$ cat config.mk
export PLATFORM = sky130hd
export DESIGN_NAME = lsbm_isqrt
export DESIGN_NICKNAME = d
export VERILOG_FILES = /design/src/rtl/lsbm_pkg.sv /design/src/rtl/lsbm_isqrt.sv
export SDC_FILE = /design/constraint.sdc
export NUM_CORES = 1
export LEC_CHECK = 0
export ABC_AREA = 1
export BUFFER_PORTS_ARGS = -buffer_cell sky130_fd_sc_hd__buf_2
export CAP_MARGIN = 20
export CORE_ASPECT_RATIO = 1.1
export CORE_MARGIN = 8
export CORE_UTILIZATION = 65
export DETAILED_ROUTE_END_ITERATION = 7
export GPL_ROUTABILITY_DRIVEN = 1
export MAX_ROUTING_LAYER = met4
export PLACE_DENSITY = 0.89
export REMOVE_ABC_BUFFERS = 1
export SKIP_CTS_REPAIR_TIMING = 1
export SYNTH_ARGS = -nofsm -noshare
export SYNTH_HDL_FRONTEND = slang
export SYNTH_SLANG_ARGS = --single-unit
$ cat constraint.sdc
create_clock -name clock -period 3.95 [get_ports clock]
set_input_delay 0.1975 -clock clock [delete_from_list [all_inputs] [get_ports clock]]
set_output_delay 0.1975 -clock clock [all_outputs]
set_load 0.005 [all_outputs]
$ cat src/rtl/lsbm_pkg.sv
`default_nettype none
// ----------------------------------------------------------------------------
// lsbm_pkg
// Shared types and constants for the line sampler with bilinear map lookup.
// ----------------------------------------------------------------------------
package lsbm_pkg;

   localparam int MAP_W_DEF   = 256;
   localparam int MAP_H_DEF   = 256;
   localparam int STORE_DEPTH = 65536;
   localparam int ADDR_W      = 16;
   localparam int PIX_W       = 16;
   localparam int SQRT_STAGES = 8;
   localparam int CSR_IDX_W   = 3;
   localparam int CSR_DATA_W  = 16;

   localparam logic [CSR_IDX_W-1:0] CSR_START_X     = 3'd0;
   localparam logic [CSR_IDX_W-1:0] CSR_START_Y     = 3'd1;
   localparam logic [CSR_IDX_W-1:0] CSR_DIR_COS     = 3'd2;
   localparam logic [CSR_IDX_W-1:0] CSR_DIR_SIN     = 3'd3;
   localparam logic [CSR_IDX_W-1:0] CSR_NOISE_SCALE = 3'd4;

   localparam logic       REQ_WRITE  = 1'b0;
   localparam logic       REQ_SAMPLE = 1'b1;

   typedef struct packed {
      logic        req_type;
      logic [15:0] map_addr;
      logic [15:0] map_value;
      logic [16:0] distance;
   } req_beat_type;

   typedef struct packed {
      logic [15:0] mag;
      logic [15:0] mag_err;
      logic        out_of_map;
   } rsp_beat_type;

   typedef struct packed {
      logic [15:0]        start_x;
      logic [15:0]        start_y;
      logic signed [15:0] dir_cos;
      logic signed [15:0] dir_sin;
   } line_cfg_type;

   // second locate stage, as seen by the memory stage
   typedef struct packed {
      logic        vld;
      logic        samp;
      logic [15:0] wr_addr;
      logic [15:0] wr_data;
      logic        oob;
      logic [11:0] col;
      logic [11:0] row;
      logic [7:0]  fx;
      logic [7:0]  fy;
   } loc_type;

endpackage
`default_nettype wire

$ cat src/rtl/lsbm_isqrt.sv
`default_nettype none
// ----------------------------------------------------------------------------
// lsbm_isqrt
// Pipelined floor square root of a 32-bit value, two result bits per stage.
// ----------------------------------------------------------------------------
module lsbm_isqrt (
   input  wire logic        clock,
   input  wire logic        en,
   input  wire logic [31:0] rad,
   output      logic [15:0] root
);
   import lsbm_pkg::*;

   localparam int PER = 16 / SQRT_STAGES;

   logic [31:0] rem_ff [SQRT_STAGES];
   logic [31:0] res_ff [SQRT_STAGES];
   logic [31:0] rem_in [SQRT_STAGES];
   logic [31:0] res_in [SQRT_STAGES];

   always_comb begin
      logic [31:0] rem;
      logic [31:0] res;
      logic [31:0] bitv;
      for (int s = 0; s < SQRT_STAGES; s++) begin
         rem = (s == 0) ? rad : rem_ff[(s == 0) ? 0 : s-1];
         res = (s == 0) ? 32'd0 : res_ff[(s == 0) ? 0 : s-1];
         for (int t = 0; t < PER; t++) begin
            bitv = 32'd1 << (30 - 2 * (s * PER + t));
            if (rem >= res + bitv) begin
               rem = rem - (res + bitv);
               res = (res >> 1) + bitv;
            end else begin
               res = res >> 1;
            end
         end
         rem_in[s] = rem;
         res_in[s] = res;
      end
   end

   always_ff @(posedge clock) begin
      if (en) begin
         for (int s = 0; s < SQRT_STAGES; s++) begin
            rem_ff[s] <= rem_in[s];
            res_ff[s] <= res_in[s];
         end
      end
   end

   assign root = res_ff[SQRT_STAGES-1][15:0];

endmodule
`default_nettype wire

==> metrics.md <==
| Metric | Value |
|---|---|
| Die area | `41840 um2` |
| VDD IR-drop max | `0.4508 mV` |
| Worst Skew | `0.03218 ns` |
| ANT nets after route | `0` |
| Fmax | `0.2605 GHz` |
| Pwr Density | `658.1 nW/um2` |
| PnR worst setup slack | `0.1113 ns` |
| R2R cell count | `20` |
| Synth area leader | `edfxtp_1` |
| Critical path fanouts, max | `16` |
| CTS H-Tree Depth | `2` |
| Worst setup SP type | `flip-flop` |
| Via Count | `21870` |
| Remaining DRCs | `0` |
| PnR Total Power | `0.01748 W` |
| Ant diodes | `0` |
| Max-slew violations | `0` |
| Clk slew on worst S/H paths | `0.06 ns` |
| Starting Density | `65.76%` |
| Vias in the first global route | `20660` |
| IO Count | `50` |
| Ranking of synthesized cells by area | `edfxtp_1 38%, nand2_1 14%, ha_1 8.5%, inv_1 7.0%, nor2_1 5.6%` |
| Slew @ Worst Pin | `0.8354 ns` |
| Layout net count | `3474` |
| Final hold slack | `0.005359 ns` |
| Most common cell after layout, fill and taps aside | `nand2_1` |
| WL met2 | `33.49 mm` |
| Rel. slew slack | `44.31%` |
| Design area | `26560 um2` |
| Syn Area/Cell | `7.489 um2` |
| Bufs on Longest Clock Path | `3` |
| Met1 WL | `27.19 mm` |
| Final Wtd Congestion | `1.005` |
| Routed wl met3 | `4.723 mm` |
| Hold Fails Final Rpt | `0` |
| Final Critical Period | `3.839 ns` |
| Worst hold stages | `2` |
| Post-synthesis sequential area ratio | `38.47%` |
| Final count of negative-setup-slack endpoints | `0` |
| Die width | `195.8 um` |
| Layout cell share with drive strength beyond 1 | `13.07%` |
| Port bufs | `49` |
| Post-Syn Area | `23100 um2` |
| Arrival time at the worst endpoint | `4.20 ns` |
| DRT Wirelength | `68.85 mm` |
| Dpl hpwl | `52.33 mm` |
| DP Area | `24330 um2` |
| Top-area cell type share of the netlist area | `38.47%` |
| Core box area | `35130 um2` |
| Kind of critical path | `flip-flop to flip-flop` |
| Post-Syn Instances | `3085` |
| Pre-antenna DRT Iters | `6` |
| Yosys warns | `0` |
| CTS Buf Count | `34` |
| Routed wire per std cell | `18.37 um` |
| GRT overflow | `0` |
| Worst-Skew Late Latency | `0.55 ns` |
| Critical Path End Type | `flip-flop` |
| Largest net degree at the start of global routing | `101` |
| Placement Setup Slack | `-0.4523 ns` |
| Total GRT Usage | `32.33%` |
| Row Count | `72` |
| Data required, critical path | `4.31 ns` |
| Max-Cap Viols | `0` |
| Outcome | `complete, no violations` |
| Distinct cell type count after synthesis | `49` |
| Uppermost layer routed | `met4` |
| First-pass GRT wire length | `104.7 mm` |
| Placed cells | `3627` |
| Non-filler cells, final | `3749` |
| DR iter-0 viols | `2072` |
| CTS sink count | `296` |
| Clk Tree Root Cell | `clkbuf_16` |
| Most frequent cells in the layout | `841 x nand2_1, 423 x inv_1, 337 x nor2_1, 296 x edfxtp_1, 228 x nand3_1` |
| Pleak | `12.05 nW` |
| Initial antenna violation count | `0` |
| Vias/cell | `5.834` |
| Syn-to-layout area delta | `14.96%` |
| FF+latch count, synth | `296` |
| Die height | `213.7 um` |
| Final Cycle Share | `97.18%` |
| CTS tree | `built` |
| Hold crit path type | `input port to flip-flop` |
-- synthesized netlist by cell type, drive strengths merged --
master	count
o21a	5
or2	12
o311ai	1
xor2	58
nand3b	12
and2	7
nor3	46
nand2	882
nor3b	2
clkinv	1
ha	157
o21ai	156
a31o	2
clkbuf	5
xnor2	61
nor4	12
a211oi	3
a21oi	152
a21boi	3
nand3	248
buf	40
and3	1
nand4	67
o21bai	17
edfxtp	296
a31oi	1
nor2	364
o211ai	4
o31ai	3
a21o	7
a221oi	1
o221a	1
inv	456
o2111ai	2
-- through the flow --
stage / setup TNS, ns / util, %
finish: 0 / 75.60
global route: -1.764 / 75.60
CTS: -6.825 / 72.57
detailed placement: -3.894 / 69.26
global placement: -2.370 / 69.26
floorplan: 0 / -
-- cells by family (layout without fill, tap and decap cells) --
family          after synthesis  after routing  share of synthesized area (%)
fa+ha+maj                   157            157                          8.502
compound gates              358            358                          8.470
xor+xnor                    119            119                          4.511
buf+inv                     502            721                          8.946
simple gates               1653           1654                          31.10
flops                       296            296                          38.47
-- layout make-up --
cell class	instances	area, um2
Timing Repair inverter	1	7.507
Inverter	457	1729
Tap cell	444	555.5
Multi-Input combinational cell	2288	12620
Fill cell	2574	8572
Clock buffer	40	873.3
Timing Repair Buffer	205	1594
Clock inverter	18	291.5
Sequential cell	296	8889
-- path summary, 6_finish.rpt --
path	from	end	slack [ns]
worst max-delay path	res_ff[1][17]$_DFFE_PP_	rem_ff[5][31]$_DFFE_PP_	0.11
worst min register to register	rem_ff[0][21]$_DFFE_PP_	rem_ff[1][21]$_DFFE_PP_	0.45
worst min-delay path	rad[28]	rem_ff[0][28]$_DFFE_PP_	0.005
worst max register to register	res_ff[1][17]$_DFFE_PP_	rem_ff[5][31]$_DFFE_PP_	0.11
-- routing by layer --
metal	global-route usage (%)	up-vias
met2	54.78	1005
met3	3.390	245
met4	15.32	0
met1	38.68	10060
li1	-	10560
met5	-	-
-- critical path, stage by stage (launching register included) --
cell and delay [ns]:
edfxtp_1 0.44, inv_2 0.12, ha_1 0.29, nand2_1 0.10
nand2_1 0.08, nand2_1 0.06, nand2_1 0.11, a21oi_2 0.16
nand2_1 0.11, nor2_4 0.17, buf_12 0.16, o21ai_0 0.11
ha_2 0.44, nand2_1 0.17, inv_1 0.11, nand3_1 0.09
o21bai_1 0.33, nand4_1 0.20, nand2_1 0.11, nand2_1 0.07
a21oi_1 0.19
-- registers in the layout, indices dropped and copies added (netlist names) --
register / cells
rem_ff: 224
res_ff: 72
-- power breakdown --
| group | switching (W) | leakage (nW) | internal, W |
|---|---|---|---|
| clock | 0.00133 | 0.561 | 0.00199 |
| combinational | 0.00592 | 8.66 | 0.00329 |
| sequential | 0.000591 | 2.83 | 0.00435 |
| total | 0.00784 | 12.0 | 0.00964 |
Power figures use the tool's default switching activity.
