==> src/rtl/lsbm_pkg.sv <==
`default_nettype none
// ----------------------------------------------------------------------------
// lsbm_pkg
// Shared types and constants for the line sampler with bilinear map lookup.
// ----------------------------------------------------------------------------
package lsbm_pkg;

   localparam int MAP_W_DEF   = 256;
   localparam int MAP_H_DEF   = 256;
   localparam int STORE_DEPTH = 65536;
   localparam int ADDR_W      = 16;
   localparam int PIX_W       = 16;
   localparam int SQRT_STAGES = 8;
   localparam int CSR_IDX_W   = 3;
   localparam int CSR_DATA_W  = 16;

   localparam logic [CSR_IDX_W-1:0] CSR_START_X     = 3'd0;
   localparam logic [CSR_IDX_W-1:0] CSR_START_Y     = 3'd1;
   localparam logic [CSR_IDX_W-1:0] CSR_DIR_COS     = 3'd2;
   localparam logic [CSR_IDX_W-1:0] CSR_DIR_SIN     = 3'd3;
   localparam logic [CSR_IDX_W-1:0] CSR_NOISE_SCALE = 3'd4;

   localparam logic       REQ_WRITE  = 1'b0;
   localparam logic       REQ_SAMPLE = 1'b1;

   typedef struct packed {
      logic        req_type;
      logic [15:0] map_addr;
      logic [15:0] map_value;
      logic [16:0] distance;
   } req_beat_type;

   typedef struct packed {
      logic [15:0] mag;
      logic [15:0] mag_err;
      logic        out_of_map;
   } rsp_beat_type;

   typedef struct packed {
      logic [15:0]        start_x;
      logic [15:0]        start_y;
      logic signed [15:0] dir_cos;
      logic signed [15:0] dir_sin;
   } line_cfg_type;

   // second locate stage, as seen by the memory stage
   typedef struct packed {
      logic        vld;
      logic        samp;
      logic [15:0] wr_addr;
      logic [15:0] wr_data;
      logic        oob;
      logic [11:0] col;
      logic [11:0] row;
      logic [7:0]  fx;
      logic [7:0]  fy;
   } loc_type;

endpackage
`default_nettype wire

==> src/rtl/lsbm_locate.sv <==
`default_nettype none
// ----------------------------------------------------------------------------
// lsbm_locate
// Two stages: line point in Q.22, then Q12.8 cell, fraction and map bounds.
// ----------------------------------------------------------------------------
module lsbm_locate #(
   parameter int MAP_W = lsbm_pkg::MAP_W_DEF,
   parameter int MAP_H = lsbm_pkg::MAP_H_DEF
) (
   input  wire logic                  clock,
   input  wire logic                  reset,
   input  wire logic                  en,
   input  wire logic                  in_vld,
   input  wire lsbm_pkg::req_beat_type in_beat,
   input  wire lsbm_pkg::line_cfg_type cfg,
   output      lsbm_pkg::loc_type     loc
);
   import lsbm_pkg::*;

   logic               vld1_ff;
   req_beat_type       beat1_ff;
   logic signed [34:0] px_ff, py_ff;
   logic signed [33:0] mx, my;
   logic signed [34:0] px_in, py_in;
   loc_type            loc_ff, loc_in;
   logic [19:0]        x8, y8;

   always_comb begin
      mx    = $signed({1'b0, in_beat.distance}) * cfg.dir_cos;
      my    = $signed({1'b0, in_beat.distance}) * cfg.dir_sin;
      px_in = $signed({5'b0, cfg.start_x, 14'b0}) + $signed({mx[33], mx});
      py_in = $signed({5'b0, cfg.start_y, 14'b0}) + $signed({my[33], my});
   end

   always_comb begin
      x8             = px_ff[33:14];
      y8             = py_ff[33:14];
      loc_in.vld     = vld1_ff;
      loc_in.samp    = (beat1_ff.req_type == REQ_SAMPLE);
      loc_in.wr_addr = beat1_ff.map_addr;
      loc_in.wr_data = beat1_ff.map_value;
      loc_in.col     = x8[19:8];
      loc_in.row     = y8[19:8];
      loc_in.fx      = x8[7:0];
      loc_in.fy      = y8[7:0];
      loc_in.oob     = px_ff[34] || py_ff[34]
                       || ({1'b0, x8[19:8]} + 13'd1 >= 13'(MAP_W))
                       || ({1'b0, y8[19:8]} + 13'd1 >= 13'(MAP_H));
   end

   always_ff @(posedge clock) begin
      if (reset) begin
         vld1_ff    <= 1'b0;
         loc_ff.vld <= 1'b0;
      end else if (en) begin
         vld1_ff    <= in_vld;
         loc_ff.vld <= loc_in.vld;
      end
      if (en) begin
         beat1_ff     <= in_beat;
         px_ff        <= px_in;
         py_ff        <= py_in;
         loc_ff.samp    <= loc_in.samp;
         loc_ff.wr_addr <= loc_in.wr_addr;
         loc_ff.wr_data <= loc_in.wr_data;
         loc_ff.oob     <= loc_in.oob;
         loc_ff.col     <= loc_in.col;
         loc_ff.row     <= loc_in.row;
         loc_ff.fx      <= loc_in.fx;
         loc_ff.fy      <= loc_in.fy;
      end
   end

   assign loc = loc_ff;

endmodule
`default_nettype wire

==> config.mk <==
export PLATFORM = sky130hd
export DESIGN_NAME = lsbm_locate
export DESIGN_NICKNAME = d
export VERILOG_FILES = /design/src/rtl/lsbm_pkg.sv /design/src/rtl/lsbm_locate.sv
export SDC_FILE = /design/constraint.sdc
export NUM_CORES = 1
export LEC_CHECK = 0
export BUFFER_PORTS_ARGS = -buffer_cell sky130_fd_sc_hd__buf_2
export CORE_UTILIZATION = 55
export DETAILED_ROUTE_END_ITERATION = 6
export PLACE_DENSITY = 0.74
export SLEW_MARGIN = 10
export SYNTH_ARGS = -nofsm -noshare
export SYNTH_HDL_FRONTEND = slang
export SYNTH_SLANG_ARGS = --single-unit
==> constraint.sdc <==
create_clock -name clock -period 7.71 [get_ports clock]
set_input_delay 0.3855 -clock clock [delete_from_list [all_inputs] [get_ports clock]]
set_output_delay 0.3855 -clock clock [all_outputs]
set_load 0.1 [all_outputs]
==> results of run 1 <==
==> path summary, 6_finish.rpt <==
check	depth (start not counted)	to	slack [ns]	from
setup / recovery	22	px_ff[31]	1.46	in_beat[7]
hold / removal	2	loc[74]	0.12	reset
setup reg to reg	2	loc[40]	6.04	py_ff[32]
hold reg to reg	0	loc[53]	0.42	beat1_ff[29]
==> flip-flops by register name, indices dropped and copies added, names as in the netlist <==
register	count
vld1_ff	1
beat1_ff	33
px_ff	21
py_ff	21
loc	75
==> cells by family after synthesis <==
family	after synthesis
buf+inv	705
fa+ha+maj	684
simple gates	664
compound gates	153
flops	151
xor+xnor	39
mux	2
==> per-stage QoR <==
| step | instances | instance area, um2 |
|---|---|---|
| final | 3110 | 25700 |
| after global routing | 3110 | 25700 |
| after CTS | 3109 | 25700 |
| after detailed placement | 3077 | 25100 |
| after global placement | 3077 | 25100 |
| after floorplan | 2398 | 23800 |
==> area by class of cell <==
| cell class | count | share of cell area |
|---|---|---|
| clock inverter | 14 | 0.00642 |
| tap | 577 | 0.0281 |
| multi-input combinational | 1542 | 0.645 |
| antenna | 1 | 0.0000973 |
| sequential | 151 | 0.175 |
| timing repair buffer | 197 | 0.0391 |
| clock buffer | 18 | 0.0167 |
| inverter | 610 | 0.0890 |
==> worst register-to-register path: cells and delay by family (launching register included) <==
family | cells | cell delay, ns
flip-flops | 1 | 0.45
AND/OR/NAND/NOR | 2 | 0.92
==> synth_stat cells, types with 2 or more instances <==
master	count
a2111oi_0	2
a2111oi_2	2
a211o_1	2
a211oi_1	6
a21boi_0	2
a21o_1	22
a21oi_1	53
a311oi_1	2
a31oi_1	6
and2_1	271
and3_1	3
and4_1	4
buf_1	2
clkbuf_1	93
dfxtp_1	2
edfxtp_1	149
fa_1	446
ha_1	238
inv_1	610
mux2i_1	2
nand2_1	271
nand2b_1	13
nand3_1	15
nand4_1	14
nor2_1	56
nor2b_1	5
nor3_1	3
nor4_1	2
o2111a_1	2
o2111ai_1	2
o211ai_1	4
o21a_1	2
o21ai_0	25
o21ai_1	4
o21ai_2	2
o21bai_1	6
xnor2_1	28
xor2_1	11
==> per-layer routing <==
layer	part of all wire	vias to the layer above	track usage
met1	0.42	8307	0.352
met3	0.078	99	0.0552
met2	0.48	625	0.436
li1	-	7430	-
met5	0.00015	-	0
met4	0.029	2	0.0836
==> results.cfg, run 1 <==
[cells_and_area]
final-seq-area_um2 = 4510
final_nets = 3321
n_fill_cell = 3568
final_cell_mix = 610 x inv_1, 446 x fa_1, 271 x nand2_1, 271 x and2_1, 238 x ha_1
final_common_cell = inv_1
post_route_cells_drive_above_1_share = 0.0948
area_growth_pct = 8.28
utilization = 0.608
multiInputGateArea_um2 = 16600

[floorplanning]
die_height_um = 210
initial_core_util = 0.561
rows = 75
dieArea_um2 = 44000
fp.dieW_um = 210
io_pins = 193
fp.coreArea_um2 = 42300

[timing]
relSlewSlack = 0.328
slew_violations = 0
hold_slack_ns = 0.120
setup_viol = 0
fin_crit_sh = 0.810
tightest_slew_ns = 1.01
setup_tns_ns = 0
rsz0062_at_grt = false
finClkSkew_ns = 0.0114
layout_setup_ws_ns = 1.46
hold_violations = 0
fmax_mhz = 160
min_period_ns = 6.25

[logic_synthesis]
synth_compound_area_frac = 0.0420
syn_avg_cell_area_um2 = 9.91
yosysWarnings = 0
synth_area_leader_cell = fa_1
synth_area_leaders = fa_1 38%, edfxtp_1 19%, ha_1 13%, inv_1 9.6%, and2_1 7.1%
synth_fa_ha_area_frac = 0.501
synth_area_um2 = 23800
syn_inst = 2398
ys_seq_area_frac = 0.190
synth_simple_gate_area_frac = 0.140
synth_top_area_frac = 0.376
synth_edf_count = 149
synth_flop_cell = edfxtp_1
syn_nets = 3200
synth_top_family_by_area = adder cells
synth_xor_xnor_area_share = 0.0144
synthArstFlopShare = 0
synthDistinctLibCells = 54
synth.area.mux_share = 0.000843
ys_seq_elements = 151

[detailed_routing]
via_per_inst = 5.29
dr.pass1.iters = 6
antenna_left = 0
routed_wl_um = 55200
vias = 16463
drc_errors = 0
wl_per_cell_um = 17.7
drt_iter0_drc = 1154

[setup_path]
critical_path.max_fanout = 32
crit_chain = buf_2 > nand2_1 > fa_1 > inv_1 > fa_1 > inv_1 > fa_1 > inv_1 > fa_1 > fa_1 > inv_1 > fa_1 > inv_1 > ha_1 > nand4_1 > nor2_1 > nand2_1 > o21ai_0 > o21ai_2 > o21ai_1 > a41oi_1 > a21boi_0
critical_path.slowest_cell = fa_1
critPathMostFrequentCell = fa_1
path_buf_inv = 6
cp-start-kind = input pin
required_ns = 7.89
crit_type = in -> reg
max_stage_delay_ns = 0.58
arrival_ns = 6.42
cp_top_family = adder cells
critPathCaptureType = flop

[placed_design]
place.gp.congestion = 0.926
hpwlAfterDp_um = 44000
io_buffers = 192
place_ws_ns = 1.10

[clock_network]
cts_setup_buffers = 0
hold_buffers = 0
clock_sinks = 151
cts_made_buffers = 17
cts_tree = yes
clock_path_buffers = 2
cts_root_buf = clkbuf_16
h-tree-depth = 4
cts.clk_slew.worst_paths_ns = 0.06
cts_resized = 0
clock_latency_ns = 0.44

[run_status]
status = finished clean

[run]
maxCapViolCount = 0

[min_path]
holdCritPathClass = in -> reg

[global_route]
grt_start_max_net_pins = 79
grt_pass1_vias = 17616
grt_pass1_wl_um = 89600
gr-total-overflow = 0
grt.total_usage = 0.265
grt_antenna_before_repair = 2
Power of run 1 is not shown: default switching activity piles up to over one toggle a cycle in this logic, so the estimate is an artifact.
==> run 2: changes to the inputs <==
--- a/config.mk
+++ b/config.mk
@@ -5,6 +5,7 @@
 export SDC_FILE = /design/constraint.sdc
 export NUM_CORES = 1
 export LEC_CHECK = 0
+export ABC_AREA = 1
 export BUFFER_PORTS_ARGS = -buffer_cell sky130_fd_sc_hd__buf_2
 export CORE_UTILIZATION = 55
 export DETAILED_ROUTE_END_ITERATION = 6
==> constraint.sdc (replaced) <==
create_clock -name clock -period 6.5 [get_ports clock]
set_input_delay 0.325 -clock clock [delete_from_list [all_inputs] [get_ports clock]]
set_output_delay 0.325 -clock clock [all_outputs]
set_load 0.1 [all_outputs]
==> run 2 against run 1 <==
Effect of this change: wire length rose by 11%; first-iteration DRC count fell by 5.1%; flip-flop and latch count stayed put; hold slack worse by 0.074 ns; design area increased by 5.9%; count of clock-buffer cells in the layout shrank 1; sequential share of layout area down 0.97 points; non-clock buffer count grew 9; critical path depth grew 1; via count up 16%; register-to-register slack got worse by 1.5 ns; critical endpoint is now py_ff[34]; highest routed layer unchanged.
==> results.cfg, run 2 <==
[logic_synthesis]
synth_area_leader_cell = fa_1
synth_simple_gate_area_frac = 0.158
synth.area.mux_share = 0
synth_fa_ha_area_frac = 0.472
synth_area_um2 = 25200
syn_nets = 3858
synth_xor_xnor_area_share = 0.00417
synth_common_cells = 949 x inv_1, 780 x nand2_1, 446 x fa_1
yosysWarnings = 0
ys_seq_area_frac = 0.179
synth_area_leaders = fa_1 35%, edfxtp_1 18%, inv_1 14%, ha_1 12%, nand2_1 12%
synth_edf_count = 149
ys_seq_elements = 151
syn_inst = 3056
synth_compound_area_frac = 0.0284
synthDistinctLibCells = 32
synth_top_family_by_area = adder cells
post-synth-top-count-cell = inv_1
synth_flop_cell = edfxtp_1
syn_avg_cell_area_um2 = 8.26
synth_top_area_frac = 0.354
synthArstFlopShare = 0

[cells_and_area]
largest_register_ffs = 75
fin_area_um2 = 27200
final_nets = 3970
area_growth_pct = 7.95
final_common_cell = inv_1
final_cell_mix = 949 x inv_1, 780 x nand2_1, 446 x fa_1
post_route_cells_drive_above_1_share = 0.0833

[clock_network]
clock_path_buffers = 2
cts_tree = yes
cts_root_buf = clkbuf_16
cts.clk_slew.worst_paths_ns = 0.07
hold_buffers = 0
clock_sinks = 151
h-tree-depth = 4
cts_made_buffers = 17
cts_setup_buffers = 0
cts_resized = 0
clock_latency_ns = 0.44

[floorplanning]
die_height_um = 216
fp.coreArea_um2 = 45300
io_pins = 193
initial_core_util = 0.557
dieArea_um2 = 46700
rows = 78
fp.dieW_um = 216

[min_path]
holdCritPathClass = in -> reg

[timing]
setup_viol = 0
fmax_mhz = 176
rsz0062_at_grt = false
setup_tns_ns = 0
layout_setup_ws_ns = 0.829
min_period_ns = 5.67
fin_crit_sh = 0.872
slew_violations = 0
relSlewSlack = 0.371
finClkSkew_ns = 0.00931
tightest_slew_ns = 0.943
hold_slack_ns = 0.0454
hold_violations = 0

[global_route]
gr-total-overflow = 0
grt_pass1_wl_um = 103000
grt.total_usage = 0.278
grt_antenna_before_repair = 2
grt_pass1_vias = 21135
grt_start_max_net_pins = 78

[setup_path]
arrival_ns = 5.87
critical_path.max_fanout = 32
cp_top_family = adder cells
crit_chain = buf_2 > nand2_1 > fa_1 > inv_1 > fa_1 > inv_1 > fa_1 > inv_1 > fa_1 > fa_1 > inv_1 > fa_1 > inv_1 > ha_1 > nand2_1 > nor2_2 > inv_1 > nor3_1 > nand2_1 > nand2_2 > nand2_2 > nand3_1 > nand2_1
max_stage_delay_ns = 0.63
rrSetupSlack_ns = 4.59
path_buf_inv = 7
cp-start-kind = input pin
critPathCaptureType = flop
critical_path.slowest_cell = buf_2
required_ns = 6.70
crit_type = in -> reg

[run]
maxCapViolCount = 0

[detailed_routing]
routed_wl_um = 61400
via_per_inst = 5.07
drt_iter0_drc = 1095
antenna_left = 0
dr.pass1.iters = 5
vias = 19175
drc_errors = 0
wl_per_cell_um = 16.2

[placed_design]
place_ws_ns = 0.451
hpwlAfterDp_um = 50700
place.gp.congestion = 0.942
placed_area_um2 = 26600
io_buffers = 192

[run_status]
status = finished clean
run 2: cell count changes after synthesis, sizes merged, moves of 12 or more:
cell,change
a21o,-18
a21oi,+27
and2,-271
nand3,+37
nand2b,-13
nand2,+526
inv,+340
clkbuf,+12
nor2,+81
xnor2,-26
run 2: metrics by stage:
| stage | std cells | utilization |
|---|---|---|
| global route | 3782 | 0.601 |
| CTS | 3781 | 0.601 |
| floorplan | 3056 | - |
| finish | 3782 | 0.601 |
| global placement | 3749 | 0.588 |
| detailed placement | 3749 | 0.588 |
run 2: path summary, 6_finish.rpt:
check                from        end  depth (start not counted)
max reg2reg     py_ff[34]    loc[40]                          4
min                 reset    loc[74]                          2
min reg2reg  beat1_ff[38]    loc[62]                          0
max            in_beat[6]  py_ff[34]                         23
run 2: cells by family (layout without fill, tap and decap cells):
| kind of cell | after synthesis | count (layout) |
|---|---|---|
| buffers and inverters | 1063 | 1188 |
| and+or+nand+nor | 1011 | 1011 |
| adders and majority gates | 684 | 684 |
| DFF | 151 | 151 |
| AOI/OAI and AO/OA | 135 | 135 |
| xor gates and xnor gates | 12 | 12 |
| other | 0 | 1 |
run 2: final cells by class:
class	count	area (um2)
Clock buffer	17	425
Fill cell	4000	18000
Inverter	950	3570
Timing Repair Buffer	206	1080
Sequential cell	151	4510
Clock inverter	15	181
Tap cell	600	751
Antenna cell	1	2.50
Multi-Input combinational cell	1842	16700
run 2: layer usage:
metal | global-route usage | wire [um] | vias up
li1 | - | - | 8982
met1 | 0.335 | 24100 | 9384
met2 | 0.511 | 31900 | 666
met3 | 0.0371 | 3700 | 141
met4 | 0.0918 | 1710 | 2
met5 | 0 | 13 | -
Power of run 2 is left out for the same reason.
